`config.mk`:
```
export PLATFORM = sky130hd
export DESIGN_NAME = pcc_repeater
export DESIGN_NICKNAME = d
export VERILOG_FILES = /design/src/pcc_pkg.sv /design/src/pcc_repeater.sv
export SDC_FILE = /design/constraint.sdc
export NUM_CORES = 1
export LEC_CHECK = 0
export BUFFER_PORTS_ARGS = -buffer_cell sky130_fd_sc_hd__buf_2
export CAP_MARGIN = 20
export CORE_UTILIZATION = 51
export CTS_CLUSTER_SIZE = 12
export DETAILED_ROUTE_END_ITERATION = 8
export PLACE_DENSITY = 0.92
export SLEW_MARGIN = 20
export SYNTH_ARGS = -nofsm -noshare
export SYNTH_HDL_FRONTEND = slang
export SYNTH_SLANG_ARGS = --single-unit
```
`constraint.sdc`:
```
create_clock -name clk -period 6.1 [get_ports clk]
set_clock_uncertainty 0.2 [all_clocks]
set_input_delay 0.305 -clock clk [delete_from_list [all_inputs] [get_ports clk]]
set_output_delay 0.305 -clock clk [all_outputs]
set_load 0.02 [all_outputs]
```
`src/pcc_pkg.sv`:
```
`timescale 1ns / 1ps

package pcc_pkg;

    localparam int CORDIC_STAGES = 24;
    localparam int GUARD_BITS    = 8;
    localparam int TURN_BITS     = 32;
    localparam int CFG_BITS      = 7;
    localparam longint unsigned INV_GAIN_Q32 = 64'd2608131496;

    typedef logic [TURN_BITS-1:0] turn_t;

    typedef struct packed {
        logic       last;
        logic [1:0] quad;
    } meta_t;

    localparam logic [1:0] QUAD_0   = 2'd0;
    localparam logic [1:0] QUAD_90  = 2'd1;
    localparam logic [1:0] QUAD_180 = 2'd2;
    localparam logic [1:0] QUAD_270 = 2'd3;

    function automatic turn_t atan_turn(input logic [4:0] idx);
        turn_t t;
        case (idx)
            5'd0:    t = 32'h20000000;
            5'd1:    t = 32'h12E4051E;
            5'd2:    t = 32'h09FB385B;
            5'd3:    t = 32'h051111D4;
            5'd4:    t = 32'h028B0D43;
            5'd5:    t = 32'h0145D7E1;
            5'd6:    t = 32'h00A2F61E;
            5'd7:    t = 32'h00517C55;
            5'd8:    t = 32'h0028BE53;
            5'd9:    t = 32'h00145F2F;
            5'd10:   t = 32'h000A2F98;
            5'd11:   t = 32'h000517CC;
            5'd12:   t = 32'h00028BE6;
            5'd13:   t = 32'h000145F3;
            5'd14:   t = 32'h0000A2FA;
            5'd15:   t = 32'h0000517D;
            5'd16:   t = 32'h000028BE;
            5'd17:   t = 32'h0000145F;
            5'd18:   t = 32'h00000A30;
            5'd19:   t = 32'h00000518;
            5'd20:   t = 32'h0000028C;
            5'd21:   t = 32'h00000146;
            5'd22:   t = 32'h000000A3;
            5'd23:   t = 32'h00000051;
            default: t = '0;
        endcase
        return t;
    endfunction

endpackage

```
`src/pcc_repeater.sv`:
```
`timescale 1ns / 1ps

module pcc_repeater #(
    parameter int SAMPLE_BITS          = 16,
    parameter int MAX_SAMPLES_PER_CHIP = 64
) (
    input  logic                            clk,
    input  logic                            rst_n,
    input  logic [pcc_pkg::CFG_BITS-1:0]    samples_per_chip,
    input  logic                            s_valid,
    output logic                            s_ready,
    input  logic signed [SAMPLE_BITS-1:0]   s_i,
    input  logic signed [SAMPLE_BITS-1:0]   s_q,
    input  logic                            s_last,
    output logic                            out_valid,
    input  logic                            out_ready,
    output logic signed [SAMPLE_BITS-1:0]   i_sample,
    output logic signed [SAMPLE_BITS-1:0]   q_sample,
    output logic                            last_of_chip,
    output logic                            last_of_code
);

    localparam int CNT_W = (MAX_SAMPLES_PER_CHIP > 1) ? $clog2(MAX_SAMPLES_PER_CHIP) : 1;
    localparam logic [pcc_pkg::CFG_BITS-1:0] MAX_N = pcc_pkg::CFG_BITS'(MAX_SAMPLES_PER_CHIP);

    logic                          valid_reg, valid_next;
    logic [CNT_W-1:0]              cnt_reg, cnt_next;
    logic [CNT_W-1:0]              nm1_reg, nm1_next;
    logic signed [SAMPLE_BITS-1:0] i_reg, q_reg;
    logic                          code_reg;
    logic                          fin;
    logic                          load;
    logic [CNT_W-1:0]              nm1_load;

    always_comb
    begin
        fin     = (cnt_reg == nm1_reg);
        s_ready = !valid_reg || (out_ready && fin);
        load    = s_valid && s_ready;

        if (samples_per_chip == '0)
            nm1_load = '0;
        else if (samples_per_chip > MAX_N)
            nm1_load = CNT_W'(MAX_N - 1'b1);
        else
            nm1_load = CNT_W'(samples_per_chip - 1'b1);

        valid_next = valid_reg;
        cnt_next   = cnt_reg;
        nm1_next   = nm1_reg;
        if (load)
        begin
            valid_next = 1'b1;
            cnt_next   = '0;
            nm1_next   = nm1_load;
        end
        else if (valid_reg && out_ready)
        begin
            if (fin)
                valid_next = 1'b0;
            else
                cnt_next = cnt_reg + 1'b1;
        end
    end

    always_ff @(posedge clk or negedge rst_n)
    begin
        if (!rst_n)
        begin
            valid_reg <= 1'b0;
            cnt_reg   <= '0;
            nm1_reg   <= '0;
        end
        else
        begin
            valid_reg <= valid_next;
            cnt_reg   <= cnt_next;
            nm1_reg   <= nm1_next;
        end
    end

    always_ff @(posedge clk)
    begin
        if (load)
        begin
            i_reg    <= s_i;
            q_reg    <= s_q;
            code_reg <= s_last;
        end
    end

    assign out_valid    = valid_reg;
    assign i_sample     = i_reg;
    assign q_sample     = q_reg;
    assign last_of_chip = fin;
    assign last_of_code = fin && code_reg;

endmodule

```
# Word level (Yosys, flattened, before mapping)
# Index checks and enable logic that the tools add are counted.
# totals
register_bits	46
in_bits	44
out_inout_bits	36
wordCells	30
# op_classes
addsub	2
n_lt_le_gt_ge	1
eq_ne	2
mux	8
n_reduce_logical	11
# op_table
operator	count
6-bit two-way mux	5
7-bit greater-than comparator, second input constant	1
7-bit zero test	1
6-bit by 1-bit adder with 6-bit output, second input constant	1
6-bit == test	1
6-bit by 1-bit subtractor with 6-bit output, second input constant	1
1-bit logical AND	4
2-bit AND reduction	2
2-bit nonzero test	2
1-bit two-way mux	3
2-bit by 1-bit != test with 1-bit output, second input constant	1
1-bit zero test	1
1-bit logical OR	1

# Depth between registers and ports, before layout
# Gate-level depths: netlist (run 1).
# depth
ltp_word	6
depth_mapped	7

# Least setup slack after synthesis (run 1)
# Ideal clock, no wire load.
# synth_timing
kind	reg2reg
startpoint	register cnt_reg[2]
endpoint	register code_reg (enable)
t_arrival_ns	2.499
setup_slack_ns	3.013
path_stages_with_launch	7
path_buffers	1
period_less_slack_ns	3.087
cell_sequence	dfrtp_1 > clkbuf_1 > xnor2_1 > nand4_1 > o21ai_0 > nand2_1 > inv_1
# synth_between
elab_chain_len	4
# synth_rtl
element	line	rtl
start, declared	pcc_repeater.sv:27	logic [CNT_W-1:0] cnt_reg, cnt_next;
start signal, assigned	pcc_repeater.sv:77	cnt_reg <= cnt_next;
6-bit == test	pcc_repeater.sv:37	fin = (cnt_reg == nm1_reg);
1-bit logical AND	pcc_repeater.sv:38	s_ready = !valid_reg || (out_ready && fin);
1-bit logical OR	pcc_repeater.sv:38	
via s_ready	pcc_repeater.sv:11	output logic s_ready,
1-bit logical AND	pcc_repeater.sv:39	load = s_valid && s_ready;
via load	pcc_repeater.sv:32	logic load;
end signal, assigned	pcc_repeater.sv:88	code_reg <= s_last;
end, declared	pcc_repeater.sv:30	logic code_reg;
# The timed path passes the listed nets, and every way through them passes these cells.
# A chain may end at the register's enable or synchronous reset.

# Worst setup path after layout (run 1)
# layout_timing
startpoint	register cnt_reg[2]
endpoint	register q_reg[15], in the netlist q_sample[15] (enable)
# layout_between
elab_chain_len	4
# layout_rtl
element	line	rtl
6-bit == test	pcc_repeater.sv:37	
1-bit logical AND	pcc_repeater.sv:38	
1-bit logical OR	pcc_repeater.sv:38	
1-bit logical AND	pcc_repeater.sv:39	
via load	pcc_repeater.sv:32	
end signal, assigned	pcc_repeater.sv:87	q_reg <= s_q;
end, declared	pcc_repeater.sv:29	logic signed [SAMPLE_BITS-1:0] i_reg, q_reg;
# The timed path passes the listed nets, and every way through them passes these cells.

==> flow_metrics.tcl, run 1 <==
set metrics [dict create \
    status "finished, final reports clean" \
    vias 1544 \
    path_buf_inv 1 \
    cts_made_buffers 5 \
    period_needed_ns 2.63 \
    rsz0062_at_grt "no" \
    final_common_cell "buf_2" \
    n_antenna_cell 0 \
    die_area_um2 3980 \
    cts_tree "built" \
    wire_per_inst_um 15.4 \
    max-vdd-ir-drop_v 0.000227 \
    dr.pass1.iters 4 \
    dp_slack_ns 3.15 \
    fin_crit_sh_pct 43.2 \
    layout.cells.non_filler 298 \
    ys_ff_latch 46 \
    io_buffers 79 \
    drive_gt1_share_pct 38.5 \
    clock_path_buffers 2 \
    layout-area-overhead-vs-synth_pct 46.6 \
    place_area_um2 2340 \
    p_leak_nw 1.21 \
    routabilityCongestion 0.833 \
    start_kind "flip-flop" \
    core-area_um2 3470 \
    layout_setup_ws_ns 3.47 \
    rows 21 \
    synth_nets 182 \
    worstPathCellList "xnor2_1 -> nand4_1 -> o21ai_0 -> nand2_1 -> inv_2" \
    hpwl_mm 2.93 \
    setup_tns_ns 0 \
    drv_cap 0 \
    finalWirelength_mm 4.59 \
    place_inst 256 \
    grt_first_pass_wirelength_mm 7.27 \
    ios 80 \
    p_per_area_nw_per_um2 327 \
    via_per_inst 5.18 \
    cts_resized 0 \
    dieWidth_um 63.1 \
    crit_required_ns 5.84 \
    crit_path_top_delay_cell "inv_2" \
    antenna_found_initial 0 \
    setup.worst_path.start "cnt_reg[2]" \
    crit_arrival_ns 2.37 \
    hold_viol 0 \
    ys_warn_count 0 \
    avgSynthCellArea_um2 14.1 \
    htreeDepth 2 \
    clkSlewWorstSetupHoldPaths_ns 0.08 \
    worst_r2r_startpoint "cnt_reg[2]" \
    hold_class "in2reg" \
    fmax_ghz 0.380 \
    relSlewSlack_pct 56.0 \
    crit_type "reg2reg" \
    ys_types 34 \
    ctsHoldBuffers 34 \
    clock_sinks 46 \
    synthCells 135 \
    finalSetupViolCount 0 \
    power_mw 0.912 \
    initial_core_util_pct 54.9 \
    critPathCaptureType "flip-flop" \
    drt.antenna.violating_nets 0 \
    synth_area_um2 1900 \
    critPathTopFamily "buffers and inverters" \
    final_cell_mix "buf_2 (79), dlygate4sd3_1 (34), edfxtp_1 (33)" \
    cts-root-buf "clkbuf_8" \
    seq_area_frac_synth_pct 69.1 \
    cpPeakStageDelay_ns 0.57 \
    holdWs_ns 0.0455 \
    drc 0 \
    drtIter0Drc 92 \
    die_h_um 63.1 \
    final_net_count 298 \
    finalInstanceArea_um2 2790 \
    worst_hold_startpoint "s_valid" \
    grtUsageTotal_pct 25.4 \
    crit_fanout 33 \
    grt_start_max_net_pins 34 \
    clock_latency_ns 0.30 \
    slew_viol_final 0 \
    grt_pass1_vias 1534 \
    fin_util_pct 80.5 \
    cts_setup_buffers 0 \
    tightest_slew_ns 0.660 \
    overflow 0 \
]
## layer usage
layer  global-route usage, %  up-vias  routed length (um)
li1                        -      721                   -
met1                    24.9      712                1550
met2                    44.9       89                2500
met3                    9.42       22                 351
met4                    15.7        0                 190
met5                       0        -                   0
## worst reg2reg max path: stages, from the launching register on
cell and delay, ns:
dfrtp_1 0.47, xnor2_1 0.20, nand4_1 0.19, o21ai_0 0.35, nand2_1 0.28, inv_2 0.57
## logic make-up after synthesis
group | after synthesis | share of synthesized area (%)
compound gates | 21 | 7.56
xor+xnor | 9 | 4.14
fa+ha+maj | 6 | 3.75
buf+inv | 10 | 2.04
flops | 46 | 69.1
mux | 6 | 3.48
simple gates | 37 | 9.92
## worst paths after layout
path / cells past startpoint / to / slack, ns
worst min-delay path: 2 / out_valid / 0.05
min in group asynchronous: 2 / cnt_reg[0] / 0.22
worst max register to register: 5 / q_sample[15] / 3.47
worst max-delay path: 5 / q_sample[15] / 3.47
worst min register to register: 1 / nm1_reg[3] / 0.33
max in group asynchronous: 2 / nm1_reg[2] / 5.25
## report_power, final
group	switching (mW)	internal, mW
Combinational	0.131	0.123
Sequential	0.0450	0.392
Clock	0.0991	0.122
## synthesized netlist by cell type
| library cell | instances | area [um2] |
|---|---|---|
| nand4_1 | 1 | 6.26 |
| nand3_1 | 6 | 30.0 |
| a211o_1 | 2 | 17.5 |
| o31ai_1 | 1 | 7.51 |
| xnor2_1 | 7 | 61.3 |
| o22ai_1 | 1 | 6.26 |
| ha_1 | 3 | 37.5 |
| and2_1 | 3 | 18.8 |
| mux2_2 | 5 | 56.3 |
| o211a_1 | 1 | 10.0 |
| inv_1 | 6 | 22.5 |
| a21oi_1 | 3 | 15.0 |
| buf_2 | 1 | 5.00 |
| a2bb2oi_1 | 1 | 8.76 |
| nor4_1 | 1 | 6.26 |
| or3_1 | 2 | 12.5 |
| edfxtp_1 | 33 | 991 |
| nand2_1 | 12 | 45.0 |
| o21ai_0 | 6 | 30.0 |
| or3b_1 | 1 | 8.76 |
| nor3_1 | 2 | 10.0 |
| o21ba_2 | 1 | 10.0 |
| clkbuf_1 | 3 | 11.3 |
| nor2_1 | 5 | 18.8 |
| o311ai_0 | 1 | 8.76 |
| nor3b_1 | 1 | 7.51 |
| nand2b_1 | 1 | 6.26 |
| dfrtp_1 | 13 | 325 |
| maj3_2 | 3 | 33.8 |
| a21o_1 | 4 | 30.0 |
| xor2_1 | 2 | 17.5 |
| nand3b_1 | 1 | 7.51 |
| mux2i_1 | 1 | 10.0 |
| or3_4 | 1 | 11.3 |
## cell type report
cell class / instances / area, um2
fill: 205 / 677
clock inverter: 2 / 37.5
inverter: 6 / 22.5
sequential: 46 / 1320
timing repair buffer: 113 / 736
tap: 46 / 57.6
clock buffer: 6 / 72.6
multi-input combinational: 79 / 549
(Power assumes the default switching activity.)
==> run 2, diff against run 1 <==
--- a/config.mk
+++ b/config.mk
@@ -7,10 +7,10 @@
 export LEC_CHECK = 0
 export BUFFER_PORTS_ARGS = -buffer_cell sky130_fd_sc_hd__buf_2
 export CAP_MARGIN = 20
-export CORE_UTILIZATION = 51
+export CORE_UTILIZATION = 42
 export CTS_CLUSTER_SIZE = 12
 export DETAILED_ROUTE_END_ITERATION = 8
-export PLACE_DENSITY = 0.92
+export PLACE_DENSITY = 0.82
 export SLEW_MARGIN = 20
 export SYNTH_ARGS = -nofsm -noshare
 export SYNTH_HDL_FRONTEND = slang
==> constraint.sdc (replaced) <==
create_clock -name clk -period 2.3 [get_ports clk]
set_clock_uncertainty 0.2 [all_clocks]
set_input_delay 0.115 -clock clk [delete_from_list [all_inputs] [get_ports clk]]
set_output_delay 0.115 -clock clk [all_outputs]
set_load 0.02 [all_outputs]
==> run 2 against run 1 <==
  * Flip-flop and latch count did not move
  * Combinational power grew to 2.8 times the previous value
  * Non-clock buffer count increased by 5
  * Critical endpoint is now last_of_code
  * Largest power group unchanged
==> flow_metrics.tcl, run 2 (synthesis results as in run 1) <==
set metrics [dict create \
    status "finished, final reports clean" \
    final_net_count 303 \
    final_common_cell "buf_2" \
    holdWs_ns 0.0383 \
    clock_sinks 46 \
    relSlewSlack_pct 72.0 \
    layout-area-overhead-vs-synth_pct 50.9 \
    htreeDepth 2 \
    wl_met2_mm 2.57 \
    vias 1526 \
    worstPathCellList "xnor2_1 -> nand4_1 -> nor2_2 -> buf_4 -> and2_1 -> buf_2" \
    hpwl_mm 2.70 \
    met1_length_mm 1.83 \
    finalSetupViolCount 0 \
    place_inst 265 \
    drt.antenna.violating_nets 0 \
    fin_crit_sh_pct 96.0 \
    grt_start_max_net_pins 34 \
    start_kind "flip-flop" \
    path_buf_inv 2 \
    routabilityCongestion 0.852 \
    crit_required_ns 1.99 \
    antenna_found_initial 0 \
    grt_first_pass_wirelength_mm 7.54 \
    worst-path-stages 6 \
    initial_core_util_pct 43.7 \
    crit_type "reg2out" \
    tightest_slew_ns 0.419 \
    crit_path_top_delay_cell "dfrtp_1" \
    crit_arrival_ns 1.89 \
    critPathTopFamily "simple AND/OR/NAND/NOR gates" \
    wl_met3_um 282 \
    hold_viol 0 \
    grtUsageTotal_pct 20.8 \
    cts-root-buf "clkbuf_8" \
    clock_path_buffers 2 \
    final_cell_mix "buf_2 (79), dlygate4sd3_1 (36), edfxtp_1 (33)" \
    layout.cells.non_filler 309 \
    period_needed_ns 2.21 \
    io_buffers 79 \
    via_per_inst 4.94 \
    setup_tns_ns 0 \
    clkSlewWorstSetupHoldPaths_ns 0.08 \
    drtIter0Drc 147 \
    rsz0062_at_grt "no" \
    die_area_um2 4810 \
    wire_per_inst_um 15.4 \
    grt_pass1_vias 1474 \
    drc 0 \
    p_per_area_nw_per_um2 850 \
    ios 80 \
    max-vdd-ir-drop_v 0.000470 \
    overflow 0 \
    slew_viol_final 0 \
    fill_cells 307 \
    p_leak_nw 1.23 \
    drv_cap 0 \
    cts_made_buffers 5 \
    critPathCaptureType "output port" \
    power_mw 2.44 \
    drive_gt1_share_pct 40.1 \
    clock_latency_ns 0.29 \
    finalInstanceArea_um2 2870 \
    core-area_um2 4350 \
    crit_fanout 7 \
    cpPeakStageDelay_ns 0.47 \
    rows 24 \
    die_h_um 69.3 \
    n_antenna_cell 0 \
    place_area_um2 2400 \
    dieWidth_um 69.3 \
    hold_class "in2async" \
    cts_tree "built" \
    ff2ff_path_depth 6 \
    finalWirelength_mm 4.76 \
    fmax_ghz 0.453 \
    top_layer "met4" \
    dr.pass1.iters 4 \
]
==> run 2: cell type report <==
cell class	instances	area, um2	area share (%)
multi-input cells	79	566	19.7
well taps	52	65.1	2.26
clock buffers	6	72.6	2.53
clock inverters	2	37.5	1.31
repair buffers	118	791	27.5
flip-flops and latches	46	1320	45.8
inverters	6	26.3	0.914
==> run 2: layer usage <==
metal	vias to the layer above	track usage, %
li1	731	-
met5	-	0
met4	0	7.26
met1	715	23.4
met3	9	4.22
met2	71	38.8
==> run 2: repair_timing <==
item / 4_1_cts / 5_1_grt
hold buffers: 36 / 0
setup buffers: 0 / 0
hold endpoints to repair: 48 / 0
setup endpoints to repair: 0 / 1
resized for setup: 0 / 1
==> run 2: stage by stage <==
stage               setup slack [ns]  utilization (%)
finish                        0.0914             66.0
global route                  0.0190             66.0
CTS                           0.0483             65.9
detailed placement             0.285             55.1
global placement               0.327             55.1
floorplan                     0.0137                -
==> run 2: final timing paths <==
kind | startpoint | slack, ns | endpoint
max | cnt_reg[2] | 0.09 | last_of_code
min | rst_n | 0.04 | cnt_reg[4]
max reg2reg | cnt_reg[2] | 0.24 | i_sample[11]
min reg2reg | nm1_reg[0] | 0.34 | nm1_reg[0]
max in group asynchronous | rst_n | 1.62 | nm1_reg[0]
min in group clk | out_ready | 0.04 | out_valid
==> run 2: report_power, final <==
group          leakage [nW]  internal (mW)  total, mW  switching, mW
combinational         0.743          0.349      0.700          0.351
clock                0.0514          0.324      0.580          0.256
sequential            0.436           1.04       1.16          0.124
total                  1.23           1.71       2.44          0.731
